`config.mk`:
```
export PLATFORM = sky130hd
export DESIGN_NAME = darken_alpha_blend_pixel_unit_flat
export DESIGN_NICKNAME = d
export VERILOG_FILES = /design/src/rtl/dabp_pkg.sv /design/src/rtl/dabp_in_if.sv /design/src/rtl/dabp_out_if.sv /design/src/rtl/dabp_cfg_if.sv /design/src/rtl/darken_alpha_blend_pixel_unit.sv /design/src/flat_wrapper.sv
export SDC_FILE = /design/constraint.sdc
export NUM_CORES = 2
export LEC_CHECK = 0
export ABC_AREA = 1
export CAP_MARGIN = 30
export CORE_AREA = 3 3 342 478
export CTS_BUF_LIST = sky130_fd_sc_hd__clkbuf_16
export CTS_CLUSTER_SIZE = 28
export DETAILED_ROUTE_END_ITERATION = 16
export DIE_AREA = 0 0 345 481
export DONT_BUFFER_PORTS = 1
export MAX_ROUTING_LAYER = met4
export PLACE_DENSITY = 0.79
export RECOVER_POWER = 50
export SLEW_MARGIN = 20
export SYNTH_ARGS = -nofsm -noshare
export SYNTH_HDL_FRONTEND = slang
export SYNTH_SLANG_ARGS = --single-unit
export TNS_END_PERCENT = 5
```
`constraint.sdc`:
```
create_clock -name i_clk -period 12.4 [get_ports i_clk]
set_input_delay 0.62 -clock i_clk [delete_from_list [all_inputs] [get_ports i_clk]]
set_output_delay 0.62 -clock i_clk [all_outputs]
set_load 0.005 [all_outputs]
```
`src/rtl/dabp_pkg.sv`:
```
`timescale 1ns / 1ps
// Shared types, register indexes and arithmetic helpers of the darken alpha blend unit.
// No dependencies; every other file imports it.
package dabp_pkg;

    localparam int CHAN_W     = 8;
    localparam int NUM_COLORS = 3;
    localparam int CFG_IDX_W  = 4;
    localparam int FRONT_STGS = 4;   // alpha, premultiply, products, darken
    localparam int DIV_STGS   = 4;   // un-premultiply divider
    localparam int DIV_BITS   = 2;   // quotient bits resolved per divider stage
    localparam int PIPE_STGS  = FRONT_STGS + DIV_STGS;
    localparam int NUM_W      = 17;  // 510*c + a
    localparam int DEN_W      = 9;   // 2*a

    localparam logic [CFG_IDX_W-1:0] REG_SOURCE_OPACITY = CFG_IDX_W'(0);
    localparam logic [CFG_IDX_W-1:0] REG_TARGET_OPACITY = CFG_IDX_W'(1);
    localparam logic [CHAN_W-1:0]    OPACITY_RESET      = 8'd255;
    localparam logic [CHAN_W-1:0]    CHAN_MAX           = 8'd255;

    typedef logic [CHAN_W-1:0] t_chan;

    typedef struct packed {
        t_chan src_red;
        t_chan src_green;
        t_chan src_blue;
        t_chan src_alpha;
        t_chan dst_red;
        t_chan dst_green;
        t_chan dst_blue;
        t_chan dst_alpha;
    } t_in_word;

    typedef struct packed {
        t_chan out_red;
        t_chan out_green;
        t_chan out_blue;
        t_chan out_alpha;
    } t_out_word;

    typedef struct packed {
        logic [CFG_IDX_W-1:0] index;
        t_chan                value;
    } t_cfg_word;

    // round(a*b/255); x/255 for x below 65536 is (x + (x >> 8) + 1) >> 8
    function automatic t_chan mul8(input t_chan a, input t_chan b);
        logic [15:0] p;
        logic [16:0] x;
        logic [16:0] q;
        p = a * b;
        x = {1'b0, p} + 17'd127;
        q = (x + (x >> 8) + 17'd1) >> 8;
        return q[CHAN_W-1:0];
    endfunction

endpackage

```
`src/rtl/dabp_in_if.sv`:
```
`timescale 1ns / 1ps
// Input pixel channel: source and destination RGBA word with valid/ready.
// Depends on dabp_pkg.
interface dabp_in_if;
    import dabp_pkg::*;
    logic     valid;
    logic     ready;
    t_in_word data;
    modport source (output valid, output data, input ready);
    modport sink   (input valid, input data, output ready);
endinterface

```
`src/rtl/dabp_out_if.sv`:
```
`timescale 1ns / 1ps
// Output pixel channel: blended RGBA word with valid/ready.
// Depends on dabp_pkg.
interface dabp_out_if;
    import dabp_pkg::*;
    logic      valid;
    logic      ready;
    t_out_word data;
    modport source (output valid, output data, input ready);
    modport sink   (input valid, input data, output ready);
endinterface

```
`src/rtl/dabp_cfg_if.sv`:
```
`timescale 1ns / 1ps
// Configuration write channel: register index and write data with valid/ready.
// Depends on dabp_pkg.
interface dabp_cfg_if;
    import dabp_pkg::*;
    logic      valid;
    logic      ready;
    t_cfg_word data;
    modport source (output valid, output data, input ready);
    modport sink   (input valid, input data, output ready);
endinterface

```
`src/rtl/darken_alpha_blend_pixel_unit.sv`:
```
`timescale 1ns / 1ps
// Darken blend of two straight-alpha RGBA pixels with layer opacities.
// Eight-stage pipeline (four blend stages, four 2-bit divider stages); throughput one
// word per cycle while the output channel accepts words.
// Each stage holds only while it is full and the stage after it stalls.
// Reset (synchronous, active low) empties the pipeline and sets both opacities to 255.
module darken_alpha_blend_pixel_unit (
    input  logic       i_clk,
    input  logic       i_rst_n,
    dabp_in_if.sink    i_pix,
    dabp_out_if.source o_pix,
    dabp_cfg_if.sink   i_cfg
);
    import dabp_pkg::*;

    // configuration registers
    t_chan r_src_opac;
    t_chan r_tgt_opac;

    assign i_cfg.ready = 1'b1;

    always_ff @(posedge i_clk) begin
        if (!i_rst_n) begin
            r_src_opac <= OPACITY_RESET;
            r_tgt_opac <= OPACITY_RESET;
        end else if (i_cfg.valid) begin
            if (i_cfg.data.index == REG_SOURCE_OPACITY) begin
                r_src_opac <= i_cfg.data.value;
            end
            if (i_cfg.data.index == REG_TARGET_OPACITY) begin
                r_tgt_opac <= i_cfg.data.value;
            end
        end
    end

    // pipeline control: a stage loads when empty or when the next one loads
    logic [PIPE_STGS-1:0] r_vld;
    logic [PIPE_STGS:0]   en;

    always_comb begin
        en[PIPE_STGS] = o_pix.ready;
        for (int k = PIPE_STGS - 1; k >= 0; k--) begin
            en[k] = !r_vld[k] || en[k+1];
        end
    end

    assign i_pix.ready = en[0];

    always_ff @(posedge i_clk) begin
        if (!i_rst_n) begin
            r_vld <= '0;
        end else begin
            if (en[0]) begin
                r_vld[0] <= i_pix.valid;
            end
            for (int k = 1; k < PIPE_STGS; k++) begin
                if (en[k]) begin
                    r_vld[k] <= r_vld[k-1];
                end
            end
        end
    end

    // stage 1: scaled alphas
    t_chan r1_sa, r1_da;
    t_chan r1_sc [NUM_COLORS];
    t_chan r1_dc [NUM_COLORS];

    always_ff @(posedge i_clk) begin
        if (en[0]) begin
            r1_sa    <= mul8(i_pix.data.src_alpha, r_src_opac);
            r1_da    <= mul8(i_pix.data.dst_alpha, r_tgt_opac);
            r1_sc[0] <= i_pix.data.src_red;
            r1_sc[1] <= i_pix.data.src_green;
            r1_sc[2] <= i_pix.data.src_blue;
            r1_dc[0] <= i_pix.data.dst_red;
            r1_dc[1] <= i_pix.data.dst_green;
            r1_dc[2] <= i_pix.data.dst_blue;
        end
    end

    // stage 2: premultiplied colors
    t_chan r2_sa, r2_da, r2_sada;
    t_chan r2_s [NUM_COLORS];
    t_chan r2_d [NUM_COLORS];

    always_ff @(posedge i_clk) begin
        if (en[1]) begin
            r2_sa   <= r1_sa;
            r2_da   <= r1_da;
            r2_sada <= mul8(r1_sa, r1_da);
            for (int i = 0; i < NUM_COLORS; i++) begin
                r2_s[i] <= mul8(r1_sc[i], r1_sa);
                r2_d[i] <= mul8(r1_dc[i], r1_da);
            end
        end
    end

    // stage 3: cross products and composite alpha
    t_chan       r3_s  [NUM_COLORS];
    t_chan       r3_d  [NUM_COLORS];
    t_chan       r3_ps [NUM_COLORS];
    t_chan       r3_pd [NUM_COLORS];
    t_chan       r3_ms [NUM_COLORS];
    t_chan       r3_md [NUM_COLORS];
    t_chan       r3_a;
    logic [8:0]  n_a;

    always_comb begin
        n_a = {1'b0, r2_sa} + {1'b0, r2_da} - {1'b0, r2_sada};
    end

    always_ff @(posedge i_clk) begin
        if (en[2]) begin
            r3_a <= n_a[8] ? CHAN_MAX : n_a[CHAN_W-1:0];
            for (int i = 0; i < NUM_COLORS; i++) begin
                r3_s[i]  <= r2_s[i];
                r3_d[i]  <= r2_d[i];
                r3_ps[i] <= mul8(r2_s[i], r2_da);
                r3_pd[i] <= mul8(r2_d[i], r2_sa);
                r3_ms[i] <= mul8(r2_d[i], CHAN_MAX - r2_sa);
                r3_md[i] <= mul8(r2_s[i], CHAN_MAX - r2_da);
            end
        end
    end

    // stage 4: keep the darker term, saturating add
    t_chan      r4_c [NUM_COLORS];
    t_chan      r4_a;
    logic [8:0] n_sum [NUM_COLORS];

    always_comb begin
        for (int i = 0; i < NUM_COLORS; i++) begin
            if (r3_ps[i] < r3_pd[i]) begin
                n_sum[i] = {1'b0, r3_s[i]} + {1'b0, r3_ms[i]};
            end else begin
                n_sum[i] = {1'b0, r3_d[i]} + {1'b0, r3_md[i]};
            end
        end
    end

    always_ff @(posedge i_clk) begin
        if (en[3]) begin
            r4_a <= r3_a;
            for (int i = 0; i < NUM_COLORS; i++) begin
                r4_c[i] <= n_sum[i][8] ? CHAN_MAX : n_sum[i][CHAN_W-1:0];
            end
        end
    end

    // divider stages: round(c*255/a) = (510c + a) / (2a), restoring, 2 bits a stage
    logic [NUM_W-1:0]  r_rem  [DIV_STGS][NUM_COLORS];
    t_chan             r_quo  [DIV_STGS][NUM_COLORS];
    logic              r_sat  [DIV_STGS][NUM_COLORS];
    logic [DEN_W-1:0]  r_den  [DIV_STGS];
    logic              r_zero [DIV_STGS];
    t_chan             r_alp  [DIV_STGS];

    logic [NUM_W-1:0]  d_rem  [DIV_STGS][NUM_COLORS];
    t_chan             d_quo  [DIV_STGS][NUM_COLORS];
    logic              d_sat  [DIV_STGS][NUM_COLORS];
    logic [DEN_W-1:0]  d_den  [DIV_STGS];
    logic              d_zero [DIV_STGS];
    t_chan             d_alp  [DIV_STGS];

    always_comb begin
        d_den[0]  = {r4_a, 1'b0};
        d_zero[0] = (r4_a == '0);
        d_alp[0]  = r4_a;
        for (int i = 0; i < NUM_COLORS; i++) begin
            d_rem[0][i] = NUM_W'(r4_c[i]) * NUM_W'(510) + NUM_W'(r4_a);
            d_quo[0][i] = '0;
            // c >= a rounds to at least 255
            d_sat[0][i] = (r4_c[i] >= r4_a);
        end
        for (int k = 1; k < DIV_STGS; k++) begin
            d_den[k]  = r_den[k-1];
            d_zero[k] = r_zero[k-1];
            d_alp[k]  = r_alp[k-1];
            for (int i = 0; i < NUM_COLORS; i++) begin
                d_rem[k][i] = r_rem[k-1][i];
                d_quo[k][i] = r_quo[k-1][i];
                d_sat[k][i] = r_sat[k-1][i];
            end
        end
    end

    for (genvar gk = 0; gk < DIV_STGS; gk++) begin : g_div
        logic [NUM_W-1:0] n_rem [NUM_COLORS];
        t_chan            n_quo [NUM_COLORS];

        always_comb begin
            logic [NUM_W-1:0] sub;
            for (int i = 0; i < NUM_COLORS; i++) begin
                n_rem[i] = d_rem[gk][i];
                n_quo[i] = d_quo[gk][i];
                for (int b = 0; b < DIV_BITS; b++) begin
                    sub = NUM_W'(d_den[gk]) << (CHAN_W - 1 - DIV_BITS * gk - b);
                    if (n_rem[i] >= sub) begin
                        n_rem[i] = n_rem[i] - sub;
                        n_quo[i][CHAN_W - 1 - DIV_BITS * gk - b] = 1'b1;
                    end
                end
            end
        end

        always_ff @(posedge i_clk) begin
            if (en[FRONT_STGS + gk]) begin
                r_den[gk]  <= d_den[gk];
                r_zero[gk] <= d_zero[gk];
                r_alp[gk]  <= d_alp[gk];
                for (int i = 0; i < NUM_COLORS; i++) begin
                    r_rem[gk][i] <= n_rem[i];
                    r_quo[gk][i] <= n_quo[i];
                    r_sat[gk][i] <= d_sat[gk][i];
                end
            end
        end
    end

    // output word
    t_chan out_c [NUM_COLORS];

    always_comb begin
        for (int i = 0; i < NUM_COLORS; i++) begin
            if (r_zero[DIV_STGS-1]) begin
                out_c[i] = '0;
            end else if (r_sat[DIV_STGS-1][i]) begin
                out_c[i] = CHAN_MAX;
            end else begin
                out_c[i] = r_quo[DIV_STGS-1][i];
            end
        end
    end

    assign o_pix.valid          = r_vld[PIPE_STGS-1];
    assign o_pix.data.out_red   = out_c[0];
    assign o_pix.data.out_green = out_c[1];
    assign o_pix.data.out_blue  = out_c[2];
    assign o_pix.data.out_alpha = r_alp[DIV_STGS-1];

endmodule
```
`src/flat_wrapper.sv`:
```
// flat-port wrapper written by rule: the top's interface ports become plain ports
module darken_alpha_blend_pixel_unit_flat import dabp_pkg::*;
  (i_clk, i_rst_n, i_pix_valid, i_pix_data, i_pix_ready, o_pix_valid, o_pix_data, o_pix_ready, i_cfg_valid, i_cfg_data, i_cfg_ready);
  dabp_in_if i_pix_i ();
  dabp_out_if o_pix_i ();
  dabp_cfg_if i_cfg_i ();
  input  logic i_clk;
  input  logic i_rst_n;
  input wire logic [$bits(i_pix_i.valid)-1:0] i_pix_valid;
  input wire logic [$bits(i_pix_i.data)-1:0] i_pix_data;
  output wire logic [$bits(i_pix_i.ready)-1:0] i_pix_ready;
  output wire logic [$bits(o_pix_i.valid)-1:0] o_pix_valid;
  output wire logic [$bits(o_pix_i.data)-1:0] o_pix_data;
  input wire logic [$bits(o_pix_i.ready)-1:0] o_pix_ready;
  input wire logic [$bits(i_cfg_i.valid)-1:0] i_cfg_valid;
  input wire logic [$bits(i_cfg_i.data)-1:0] i_cfg_data;
  output wire logic [$bits(i_cfg_i.ready)-1:0] i_cfg_ready;
  assign i_pix_i.valid = i_pix_valid;
  assign i_pix_i.data = i_pix_data;
  assign i_pix_ready = i_pix_i.ready;
  assign o_pix_valid = o_pix_i.valid;
  assign o_pix_data = o_pix_i.data;
  assign o_pix_i.ready = o_pix_ready;
  assign i_cfg_i.valid = i_cfg_valid;
  assign i_cfg_i.data = i_cfg_data;
  assign i_cfg_ready = i_cfg_i.ready;
  darken_alpha_blend_pixel_unit u_core (.i_clk(i_clk), .i_rst_n(i_rst_n), .i_pix(i_pix_i), .o_pix(o_pix_i), .i_cfg(i_cfg_i));
endmodule
```
==> reports/results.ini <==
[run_status]
outcome = finished, violations left
violations = capacitance limit, slew limit

[global_routing]
grt_pass1_vias = 81100
gr-total-overflow = 0
grt_max_degree = 74
antenna_found_initial = 1
track_usage = 0.2887
grt_pass1_wl_mm = 381.8

[routing]
vias_per_cell = 5.493
drt_iter0_drc = 3978
via_count = 77360
wl_per_cell_um = 16.49
ant_nets = 0
route.detailed.drc = 0
wirelength_mm = 232.3
drt-pass1-iter-count = 6

[clock_tree]
clkSinkCount = 596
root_buffer = clkbuf_16
cts_setup_buffers = 0
cts.path.max_buffers = 3
cts_buffers = 73
htreeDepth = 3
clkTransAtPathRegs_ns = 0.06
clk_latency_ns = 0.71
cts_tree = built

[yosys]
ys_seq_elements = 596
netlist_instances = 12060
synth_edf_count = 572
syn_area_mm2 = 0.09545
ys.flop_type = edfxtp_1
synth.largest_area_cell = fa_1
ys_warn_count = 0
async_flop_share = 0
synth_top_area_frac = 0.2106
synthTopCellsByArea = fa_1, ha_1, edfxtp_1
syn_avg_cell_area_um2 = 7.915
synth-seq-area-share = 0.1850
post_synth_num_cell_types = 69
synth_fp_nets = 14540

[sta]
rsz0062_at_grt = false
finalCritPeriodShare = 0.6803
final_max_slew_viol_count = 781
final_hold_viol_count = 0
finalCriticalPeriod_ns = 8.435
setup_violations = 0
setup_tns_ns = 0
fmax_mhz = 118.5
skew_ns = 0.04768
worstMarginPinSlew_ns = 3.844
max_slew_margin = -1.563

[critical_path]
cp-end-kind = flop
regToRegSetupSlack_ns = 3.96
required_ns = 12.85
crit_end = u_core.r_rem[0][45]
critPathMostFrequentCell = nand2_1
crit_path_start_kind = flop
critPathKind = reg2reg
startpoint = u_core.r4_c[0][0]
reg2reg_to = u_core.r_rem[0][45]
cp_max_fo = 16
cpMaxStageDelayCell = edfxtp_1
worstPathArrival_ns = 8.88
r2r-start = u_core.r4_c[0][0]
cp_slowest_stage_delay_ns = 0.53
reg2regPathDepth = 42

[finish]
fin_nets = 14410
final_common_cell = nand2_1
reg_top3 = u_core.r_rem x147, u_core.r_quo x60
regMostFlops = u_core.r_rem
fillers = 13640
layout_common_cells = nand2_1, inv_1, ha_1
post-route-cell-area_mm2 = 0.09994
area_delta_synth_final_pct = 4.709
layout-drive-gt1-share = 0.02028
largest_reg_flops = 147

[placement]
dpl.hpwl_mm = 189.5
place.gp.congestion = 0.9430
dpl_cell_area_mm2 = 0.09727
place.port_buffers = 0

[die]
rows = 173
core_mm2 = 0.1593
die_y_um = 481
start_util = 0.5991
ios = 116
die_area_mm2 = 0.1659
dieWidth_um = 345

[job]
cap_violations = 20

[hold_path]
min_path_type = in2reg

==> repair_timing <==
action,CTS,global route
hold buffers,32,0
gates resized for setup,0,0
hold endpoints to repair,47,0
==> worst max-delay path, delay by kind of cell, from the launching register on <==
| family | cells | cell delay [ns] |
|---|---|---|
| buffers and inverters | 9 | 0.67 |
| XOR/XNOR | 2 | 0.44 |
| adder cells (fa/ha/maj) | 8 | 3.26 |
| AND/OR/NAND/NOR | 20 | 2.67 |
| AO/OA/AOI/OAI | 3 | 0.65 |
| flip-flops | 1 | 0.53 |
==> cell usage after synthesis (all sizes together), types with 20 or more instances <==
cell       n
a211oi    20
a21boi    25
a21o      22
a21oi    718
a31oi     21
buf       48
clkbuf   251
dfxtp     24
edfxtp   572
fa      1004
ha      1398
inv     2568
nand2   2958
nand3    419
nand3b    33
nand4     79
nor2     716
nor3     104
o211ai    25
o21a      46
o21ai    354
o21bai    37
or2       46
xnor2    119
xor2     373
==> layout make-up <==
| cell class | instances | area (um2) | share of cell area |
|---|---|---|---|
| Clock inverter | 60 | 614.3 | 0.006147 |
| Antenna cell | 1 | 2.502 | 0.00002504 |
| Inverter | 2580 | 9692 | 0.09697 |
| Multi-Input combinational cell | 8584 | 66860 | 0.6690 |
| Clock buffer | 74 | 1852 | 0.01853 |
| Tap cell | 2100 | 2628 | 0.02629 |
| Sequential cell | 596 | 17660 | 0.1767 |
| Timing Repair Buffer | 87 | 640.6 | 0.006410 |
==> layer usage <==
| metal | GRT usage | vias to the layer above | wire length [um] |
|---|---|---|---|
| met5 | - | - | 0 |
| met4 | 0.2056 | 0 | 19420 |
| met2 | 0.5432 | 2236 | 123800 |
| li1 | - | 37450 | - |
| met1 | 0.2729 | 36800 | 78790 |
| met3 | 0.02947 | 864 | 10260 |
==> per-stage QoR <==
step                setup slack (ns)  utilization  cells  hold WS [ns]
global placement               4.181       0.6105  13910        0.4013
finish                         3.965       0.6273  14080       0.04879
CTS                            3.974       0.6281  14080      0.002841
floorplan                      1.468            -  12060        0.4003
global route                   3.191       0.6273  14080       0.03084
detailed placement             3.979       0.6106  13910        0.4045
==> worst min-delay path by stage <==
stage               slack, ns                 end  cells past startpoint               start
floorplan                0.40      u_core.r4_a[0]                      0      u_core.r3_a[0]
global placement         0.40  u_core.r_sat[3][0]                      0  u_core.r_sat[2][0]
detailed placement       0.40  u_core.r_quo[2][4]                      0  u_core.r_quo[1][4]
CTS                     0.003  u_core.r1_dc[0][7]                      0      i_pix_data[31]
global route             0.03  u_core.r1_dc[0][6]                      0      i_pix_data[30]
finish                   0.05  u_core.r1_dc[0][5]                      0      i_pix_data[29]
==> cells by family after synthesis <==
| kind of cell | synth area share |
|---|---|
| AOI/OAI and AO/OA | 0.07533 |
| xor gates and xnor gates | 0.04515 |
| adders and majority gates | 0.3938 |
| buffers and inverters | 0.1142 |
| DFF | 0.1850 |
| muxes | 0.0001180 |
| other | 0.00003929 |
| and+or+nand+nor | 0.1863 |
Power is not shown: default switching activity piles up to over one toggle a cycle in this logic, so the estimate is an artifact.
